`src/hw/rtl/lome_pkg.sv`:
```
// Shared types, constants and codes for the order matching engine.
`timescale 1ns / 1ps
package lome_pkg;

  localparam int BOOK_SLOTS = 63;
  localparam int PRICE_BITS = 16;
  localparam int QTY_BITS   = 16;
  localparam int ID_BITS    = 32;
  localparam int SLOT_W     = $clog2(BOOK_SLOTS);
  localparam int CNT_W      = $clog2(BOOK_SLOTS + 1);

  localparam logic [SLOT_W-1:0] LAST_SLOT = SLOT_W'(BOOK_SLOTS - 1);
  localparam logic [CNT_W-1:0]  MAX_FILLS = CNT_W'(BOOK_SLOTS);

  localparam logic SIDE_BUY  = 1'b0;
  localparam logic SIDE_SELL = 1'b1;
  localparam logic KIND_LIMIT  = 1'b0;
  localparam logic KIND_MARKET = 1'b1;
  localparam logic REC_TRADE   = 1'b0;
  localparam logic REC_SUMMARY = 1'b1;

  typedef enum logic [2:0] {
    ST_OPEN    = 3'd0,
    ST_PARTIAL = 3'd1,
    ST_FILLED  = 3'd2,
    ST_CANCEL  = 3'd3,
    ST_DROPPED = 3'd4
  } ord_status_t;

  typedef enum logic [2:0] {
    S_IDLE,
    S_CHECK,
    S_SCAN,
    S_DECIDE,
    S_FILL,
    S_SUMMARY
  } ctrl_state_t;

  // one resting order as held in the book memory
  typedef struct packed {
    logic                  side;
    logic [ID_BITS-1:0]    ord_id;
    logic [PRICE_BITS-1:0] price;
    logic [QTY_BITS-1:0]   remaining;
    logic [31:0]           arrival;
  } slot_t;

  typedef struct packed {
    logic                  record_kind;
    logic [31:0]           trade_id;
    logic [ID_BITS-1:0]    buyer_id;
    logic [ID_BITS-1:0]    seller_id;
    logic [PRICE_BITS-1:0] trade_price;
    logic [QTY_BITS-1:0]   fill_qty;
    logic                  aggressor_side;
    ord_status_t           order_status;
    logic                  last_record;
  } out_rec_t;

  typedef struct packed {
    logic                  side;
    logic                  order_kind;
    logic [ID_BITS-1:0]    ord_id;
    logic [PRICE_BITS-1:0] limit_price;
    logic [QTY_BITS-1:0]   quantity;
  } in_rec_t;

  typedef struct packed {
    logic load;
    logic scan_start;
    logic fill;
    logic summary;
  } dp_cmd_t;

  typedef struct packed {
    logic left_zero;
    logic scan_done;
    logic match_ok;
    logic out_free;
  } dp_sts_t;

endpackage

```
`src/hw/rtl/lome_ctrl.sv`:
```
// Sequencing state machine for matching one order.
`timescale 1ns / 1ps
module lome_ctrl (
  input  logic              clk,
  input  logic              rst_n,
  input  logic              in_valid,
  output logic              in_ready,
  input  lome_pkg::dp_sts_t sts,
  output lome_pkg::dp_cmd_t cmd
);
  lome_pkg::ctrl_state_t state_r, state_nxt;

  always_ff @(posedge clk) begin
    if (!rst_n) begin
      state_r <= lome_pkg::S_IDLE;
    end else begin
      state_r <= state_nxt;
    end
  end

  always_comb begin
    state_nxt = state_r;
    case (state_r)
      lome_pkg::S_IDLE: begin
        if (in_valid) state_nxt = lome_pkg::S_CHECK;
      end
      lome_pkg::S_CHECK: begin
        state_nxt = sts.left_zero ? lome_pkg::S_SUMMARY : lome_pkg::S_SCAN;
      end
      lome_pkg::S_SCAN: begin
        if (sts.scan_done) state_nxt = lome_pkg::S_DECIDE;
      end
      lome_pkg::S_DECIDE: begin
        state_nxt = sts.match_ok ? lome_pkg::S_FILL : lome_pkg::S_SUMMARY;
      end
      lome_pkg::S_FILL: begin
        if (sts.out_free) state_nxt = lome_pkg::S_CHECK;
      end
      lome_pkg::S_SUMMARY: begin
        if (sts.out_free) state_nxt = lome_pkg::S_IDLE;
      end
      default: state_nxt = lome_pkg::S_IDLE;
    endcase
  end

  always_comb begin
    in_ready       = 1'b0;
    cmd            = '0;
    case (state_r)
      lome_pkg::S_IDLE: begin
        in_ready = 1'b1;
        cmd.load = in_valid;
      end
      lome_pkg::S_CHECK:   cmd.scan_start = !sts.left_zero;
      lome_pkg::S_FILL:    cmd.fill = sts.out_free;
      lome_pkg::S_SUMMARY: cmd.summary = sts.out_free;
      default: ;
    endcase
  end
endmodule

```
`config.mk`:
```
export PLATFORM = sky130hd
export DESIGN_NAME = lome_ctrl
export DESIGN_NICKNAME = d
export VERILOG_FILES = /design/src/hw/rtl/lome_pkg.sv /design/src/hw/rtl/lome_ctrl.sv
export SDC_FILE = /design/constraint.sdc
export NUM_CORES = 1
export LEC_CHECK = 0
export CELL_PAD_IN_SITES_DETAIL_PLACEMENT = 2
export CELL_PAD_IN_SITES_GLOBAL_PLACEMENT = 2
export CORE_AREA = 3 3 40 42
export CTS_CLUSTER_SIZE = 28
export DETAILED_ROUTE_END_ITERATION = 10
export DIE_AREA = 0 0 43 45
export DONT_BUFFER_PORTS = 1
export HOLD_SLACK_MARGIN = 0.15
export PLACE_DENSITY_LB_ADDON = 0.1
export SYNTH_ARGS = -nofsm -noshare
export SYNTH_HDL_FRONTEND = slang
export SYNTH_SLANG_ARGS = --single-unit
```
`constraint.sdc`:
```
create_clock -name clk -period 1 [get_ports clk]
set_input_delay 0.2 -clock clk [delete_from_list [all_inputs] [get_ports clk]]
set_output_delay 0.2 -clock clk [all_outputs]
set_load 0.02 [all_outputs]
```
-- Word-level counts from Yosys, hierarchy flattened
Cells that the tools add are included.
- equal/unequal tests: 9
- muxes and demuxes: 12
- reductions and logical operators: 3
- operator list (operator ; number):
    one-hot mux 3 bit (6 select lines) ; 1
    2-to-1 mux 3 bit ; 5
    inequality test 2 bit, second input constant ; 4
    equality test 3 x 2 -> 1 bit, second input constant ; 2
    equality test 3 bit, second input constant ; 2
    2-to-1 mux 1 bit ; 6
    AND reduction 4 bit ; 1
    equality test 3 x 1 -> 1 bit, second input constant ; 1
    logical NOT 3 bit ; 1
    logical NOT 1 bit ; 1
- bits in registers: 3
- input bits: 7
- output and inout port bits: 5
- word-level logic and storage cells: 25

-- Longest topological paths before layout
Gate-level depths: netlist of the first run.
- depth in word-level cells: 3
- depth in mapped cells: 5
- mapped depth without buffers: 4

-- Worst setup path before layout of the first run
Ideal clock, no wire load.
- path kind: reg-to-output
- from: register state_r[2]
- to: output cmd[1] (netlist name)
- data arrival time: 1011 ps
- data required time: 800 ps
- setup slack: -211 ps
- cell stages (with the launch flop): 4
- buffers on the path: 1
- cells stage by stage: dfxtp_1 -> buf_2 -> nand2_1 -> nor3_1
- RTL lines (what ; line ; text):
    start, declared ; lome_ctrl.sv:11 ; lome_pkg::ctrl_state_t state_r, state_nxt;
    start signal, assigned ; lome_ctrl.sv:15 ; state_r <= lome_pkg::S_IDLE;
    start signal, assigned ; lome_ctrl.sv:17 ; state_r <= state_nxt;
    end, declared ; lome_ctrl.sv:9 ; output lome_pkg::dp_cmd_t cmd

-- Final worst setup path of the first run
- from: register state_r[0]
- to: output in_ready
- cells in the longest elaborated chain, start to end: 2
- ends and longest elaborated chain (what ; line ; text):
    logical NOT 3 bit ; lome_ctrl.sv:49 ; case (state_r)
    2-to-1 mux 1 bit ; lome_ctrl.sv:49 ;
    end, declared ; lome_ctrl.sv:7 ; output logic in_ready,
No other way between the ends.

==> results.md, run 1 <==
- Outcome: complete, but fails checks
- Failing checks: negative setup slack
- Cell area power density: 1473 nW/µm²
- Buffers plus inverters on the worst setup path: 2
- Root buffer cell: clkbuf_4
- Vias: 284
- Yosys warnings: 0
- Biggest regs: state_r: 3 flops
- Post-Synthesis Cells: 30
- Hold depth: 2
- Wire per inst: 16.69 µm
- Achievable frequency: ~800 MHz
- RSZ-0062 raised after global routing: true
- Number of buffers created by CTS: 3
- Worst-path cell chain: buf_6 > nor3_2 > buf_4
- FF-to-FF setup slack: -170 ps
- TritonCTS clock tree: yes
- Yosys reg bits: 3
- Post-route clock period utilization: 1.250
- # diodes: 0
- Type of origin of the critical path: flip-flop
- Gpl congestion: 0.6813
- Setup WS post-layout: -249.8 ps
- Worst Hold Class: in -> reg
- Final setup viols: 7
- First-pass GRT wire length: approximately 1.6 mm
- Final hold vios: 0
- Vias/cell: about 4.7
- Slew HR: 0.8737
- Crit. End Element: primary output
- Clk sink count: 3
- Crit path DAT: 1050 ps
- Post-synth cell types: 19
- Most flop-heavy register: state_r
- # rows: 13
- Crit path time final: ~1200 ps
- Slowest stage cell, crit path: dfxtp_4
- Syn-to-layout area delta: 103.7%
- Reg2reg path depth: 6
- Worst hold start: sts[0]
- Worst-path fanout max: 4
- Critical R2R Capture: state_r[0]
- Max-Cap Viols: 0
- Max Clock Skew: 9.023 ps
- Nets: 54
- Largest net degree at the start of global routing: 10
- Leakage: 0.1793 nW
- Clock-pin slew on the worst setup and hold paths: approximately 40 ps
- Syn Nets: 37
- Die width: ~43 µm
- Vias in the first global route: ~330
- Clk_lat worst skew: 240 ps
- Port Buf Inserts: 0
- Syn avg cell area: between 7 and 8 µm²
- Reg2reg start: state_r[2]
- DRT antenna net count: 0
- First DRT Iteration DRCs: 1
- Die height: roughly 45 µm
- Peak supply drop: just under 0.5 mV
- Die ar.: a little under 2000 µm²
- Grt ovf: 0
- Required time worst endpoint: 800 ps
- Worst path max stage delay: approximately 360 ps
- Design Power: approximately 0.0007 W
- WS Path Type: reg -> out
- Core area: approximately 1300 µm²
- Clock Path Buffers: 2
- Drt total wl: between 1 and 1.5 mm
- Number of flip-flops in the largest register: 3
- Initial Util: 0.1821
- Antenna violations before repair: 0
- Fin. max-slew vios: 0
- Crit path max-delay family: flip-flops
- # fillers: 146
- # DRC: 0
- Overall global routing resource usage: 0.1146
- # H-tree levels: 1
- Hold path endpoint: state_r[0]
- Drt pass-1 iters: 2
- Worst Tran Pin Value: roughly 190 ps
- Register area share after synthesis: 0.2567
- Number of top-level pins: 12
- Synth Cell Area: roughly 230 µm²
- Layout cells sized above 1: 0.6957
- Dpl ws: -83.25 ps
## per-stage QoR
stage                     TNS (ps)  std cells  cell area [µm²]  hold WS (ps)  utilization
after floorplan             -355.6         30            246.5         328.2            -
after global placement      -407.2         51            309.0         340.5       0.2405
after detailed placement    -538.2         51            309.0         341.0       0.2405
after CTS                    -1223         59            431.7         133.4       0.3359
after global routing         -1722         61            476.7         157.3       0.3710
final                        -1344         61            476.7         142.7       0.3710
## where the power goes
part           leakage, nW  total [W]  switching [W]  internal (W)
logic                0.138   0.000320       0.000148      0.000172
registers           0.0264   0.000162      0.0000248      0.000137
clock network       0.0150   0.000220      0.0000702      0.000150
total                0.179   0.000702       0.000243      0.000459
## area by class of cell
type / instances / area [µm²] / area share
multi-input cells: 24 / 214.0 / 0.4488
repair buffers: 15 / 148.9 / 0.3123
flip-flops and latches: 3 / 68.82 / 0.1444
clock buffers: 4 / 26.28 / 0.05512
well taps: 15 / 18.77 / 0.03937
## routing by layer
| metal | vias to the layer above | global-route usage | part of all wire |
|---|---|---|---|
| met2 | 9 | 0.2156 | 0.55 |
| met3 | 0 | 0.04781 | 0.047 |
| met4 | 0 | 0.01807 | 0 |
| met1 | 138 | 0.1220 | 0.40 |
| met5 | - | 0 | 0 |
| li1 | 137 | - | - |
## placed cells by master (no fill, tap or decap), types with 2 or more instances in the layout
cell      count
nor3_2        2
dfxtp_4       2
nand2b_4      2
buf_6         9
nor3_4        2
nor2_1        2
clkbuf_4      3
a21oi_1       3
buf_4         5
## kinds of logic (layout without fill, tap and decap cells)
kind of cell / count (synthesis) / in the layout / share of synthesized area
simple gates: 16 / 16 / 0.4225
compound gates: 7 / 7 / 0.1765
buf+inv: 3 / 19 / 0.1016
flops: 3 / 3 / 0.2567
mux: 1 / 1 / 0.04278
## worst max path at each step
stage                    start          to  depth (start not counted)
CTS                 state_r[2]      cmd[3]                          3
floorplan           state_r[1]      cmd[3]                          2
finish              state_r[0]    in_ready                          3
global route        state_r[0]    in_ready                          3
global placement    state_r[2]  state_r[0]                          4
detailed placement  state_r[2]      cmd[2]                          3
## synth_stat cells
| cell type | instances | area [µm²] |
|---|---|---|
| a211oi_1 | 1 | 7.510 |
| a21boi_1 | 1 | 7.510 |
| a21oi_1 | 4 | 20.02 |
| buf_2 | 1 | 5.000 |
| buf_4 | 1 | 7.510 |
| buf_6 | 1 | 11.26 |
| dfxtp_1 | 3 | 60.06 |
| mux2i_1 | 1 | 10.01 |
| nand2_1 | 1 | 3.750 |
| nand2b_1 | 1 | 6.260 |
| nand2b_4 | 1 | 13.76 |
| nand3b_1 | 1 | 7.510 |
| nor2_1 | 3 | 11.26 |
| nor2_2 | 1 | 6.260 |
| nor2b_1 | 1 | 6.260 |
| nor3_1 | 4 | 20.02 |
| nor3b_1 | 2 | 15.01 |
| o22ai_1 | 1 | 6.260 |
| or3b_1 | 1 | 8.760 |
## what timing repair did
| item | CTS | global route |
|---|---|---|
| setup endpoints to repair | 8 | 7 |
| hold buffers | 1 | 0 |
| endpoints found under the hold margin | 3 | 0 |
| buffers inserted | 3 | 2 |
| pin swaps | 7 | 3 |
| gates resized for setup | 17 | 7 |
Power figures use the tool's default switching activity.
==> inputs of run 2 (changes only) <==
--- a/config.mk
+++ b/config.mk
@@ -14,6 +14,7 @@
 export DONT_BUFFER_PORTS = 1
 export HOLD_SLACK_MARGIN = 0.15
 export PLACE_DENSITY_LB_ADDON = 0.1
+export SETUP_SLACK_MARGIN = 0.3
 export SYNTH_ARGS = -nofsm -noshare
 export SYNTH_HDL_FRONTEND = slang
 export SYNTH_SLANG_ARGS = --single-unit
==> results.md, run 2 (synthesis gave the netlist of run 1 again) <==
- Clk sink count: 3
- First-pass GRT wire length: about 1.3 mm
- Worst Hold Class: in -> reg
- Drt total wl: 763 µm
- Leakage: roughly 0.16 nW
- Failing checks: negative setup slack
- Final hold vios: 0
- TritonCTS clock tree: yes
- Overall global routing resource usage: 0.09318
- Outcome: complete, but fails checks
- Worst path max stage delay: ~360 ps
- # H-tree levels: 1
- Most common cell after layout, fill and taps aside: buf_4
- Number of buffers created by CTS: 3
- FF-to-FF setup slack: -110 ps
- WS Path Type: reg -> out
- Worst Setup EP: in_ready
- Crit path DAT: 1030 ps
- Port Buf Inserts: 0
- Vias/cell: 4.707
- Final TNS setup: -1054 ps
- Worst Tran Pin Value: around 280 ps
- Crit-path most repeated cell: buf_6
- Antenna violations before repair: 0
- # rows: 13
- RSZ-0062 raised after global routing: true
- # diodes: 0
- Type of origin of the critical path: flip-flop
- Number of flip-flops in the largest register: 3
- Final setup viols: 6
- Worst-path cell chain: buf_6 > nor3_4 > buf_6
- Final Instance Area: ~440 µm²
- Design Power: about 0.00067 W
- Vias in the first global route: between 300 and 400
- Worst Setup SP: state_r[2]
- Slew HR: 0.8155
- Peak supply drop: 0.5671 mV
- Gpl congestion: roughly 0.67
- Number of top-level pins: 12
- Die ar.: slightly below 2000 µm²
- Vias: ~270
- Reg2reg start: state_r[2]
- Achievable frequency: slightly above 800 MHz
- First DRT Iteration DRCs: 0
- Root buffer cell: clkbuf_4
- Clock Path Buffers: 2
- Crit path time final: approximately 1200 ps
- Fin. max-slew vios: 0
- Syn-to-layout area delta: 87.70%
- # DRC: 0
- Cell area power density: between 1500 and 2000 nW/µm²
- Clk_lat worst skew: about 230 ps
- Largest net degree at the start of global routing: 9
- Most frequent cells in the layout: buf_4, buf_6, a21oi_1, nor3_4, clkbuf_4
- Critical R2R Capture: state_r[0]
- Wire per inst: roughly 13 µm
- DP HPWL: between 500 and 600 µm
- Crit. End Element: primary output
- Met3 GRT Util: 0.04382
- Layer carrying the most global-route usage: met2
- Core area: between 1000 and 1500 µm²
- Most flop-heavy register: state_r
- Met1 Use GR: 0.09135
- Biggest regs: state_r: 3 flops
- Grt ovf: 0
- Initial Util: 0.1821
- Clock-pin slew on the worst setup and hold paths: 40 ps
- Setup WS post-layout: -226.8 ps
- GRT met2 Usage: 0.1617
- Required time worst endpoint: around 800 ps
- Reg2reg path depth: 3
- DRT antenna net count: 0
- Drt pass-1 iters: 1
- Post-route clock period utilization: 1.227
- Post-place instance area: 334.1 µm²
- Worst-path fanout max: 5
- Nets: 51
- Slowest stage cell, crit path: dfxtp_4
- Max-Cap Viols: 0
- Die height: around 45 µm
- Die width: 43 µm
- Minimum hold slack: 112.9 ps
- Max Clock Skew: between 1.5 and 2 ps
- Layout cells sized above 1: 0.6512
run 2: timing repair:
item / CTS / global route
buffers inserted: 3 / 0
hold endpoints to repair: 3 / 3
pin swaps: 5 / 0
gates resized for setup: 9 / 5
endpoints found under the setup margin: 8 / 8
run 2: power breakdown:
group | internal, W | switching [W] | total, W | leakage [nW]
clock network | 0.000149 | 0.0000590 | 0.000208 | 0.0150
logic | 0.000162 | 0.000132 | 0.000294 | 0.122
registers | 0.000137 | 0.0000283 | 0.000166 | 0.0264
total | 0.000449 | 0.000219 | 0.000668 | 0.163
run 2: worst min path at each step:
stage	end	slack [ps]	cells after the start	startpoint
floorplan	state_r[2]	330	1	rst_n
global placement	state_r[2]	340	1	rst_n
detailed placement	state_r[2]	350	1	rst_n
CTS	state_r[2]	100	1	rst_n
global route	state_r[2]	100	1	rst_n
finish	state_r[2]	110	1	rst_n
run 2: critical path: cells and delay by family, from the launching register on:
kind,cells,cell delay (ps)
simple gates,1,170
flops,1,360
buf+inv,2,270
run 2: layer usage:
| metal | part of all wire | vias up |
|---|---|---|
| li1 | - | 133 |
| met1 | 0.39 | 131 |
| met2 | 0.52 | 9 |
| met3 | 0.093 | 0 |
| met4 | 0 | 0 |
| met5 | 0 | - |
run 2: through the flow:
step           setup slack [ps]    util  std cells
6_report                 -226.8  0.3418         58
5_1_grt                  -284.2  0.3418         58
4_1_cts                  -251.1  0.3204         58
3_5_place_dp             -206.0  0.2600         51
3_3_place_gp             -157.6  0.2600         51
2_1_floorplan            -12.14       -         30
run 2: cell type report:
cell class                      count  area (µm²)
Fill cell                         140       845.8
Multi-Input combinational cell     24       216.5
Timing Repair Buffer               12       108.9
Sequential cell                     3       68.82
Clock buffer                        4       26.28
Tap cell                           15       18.77
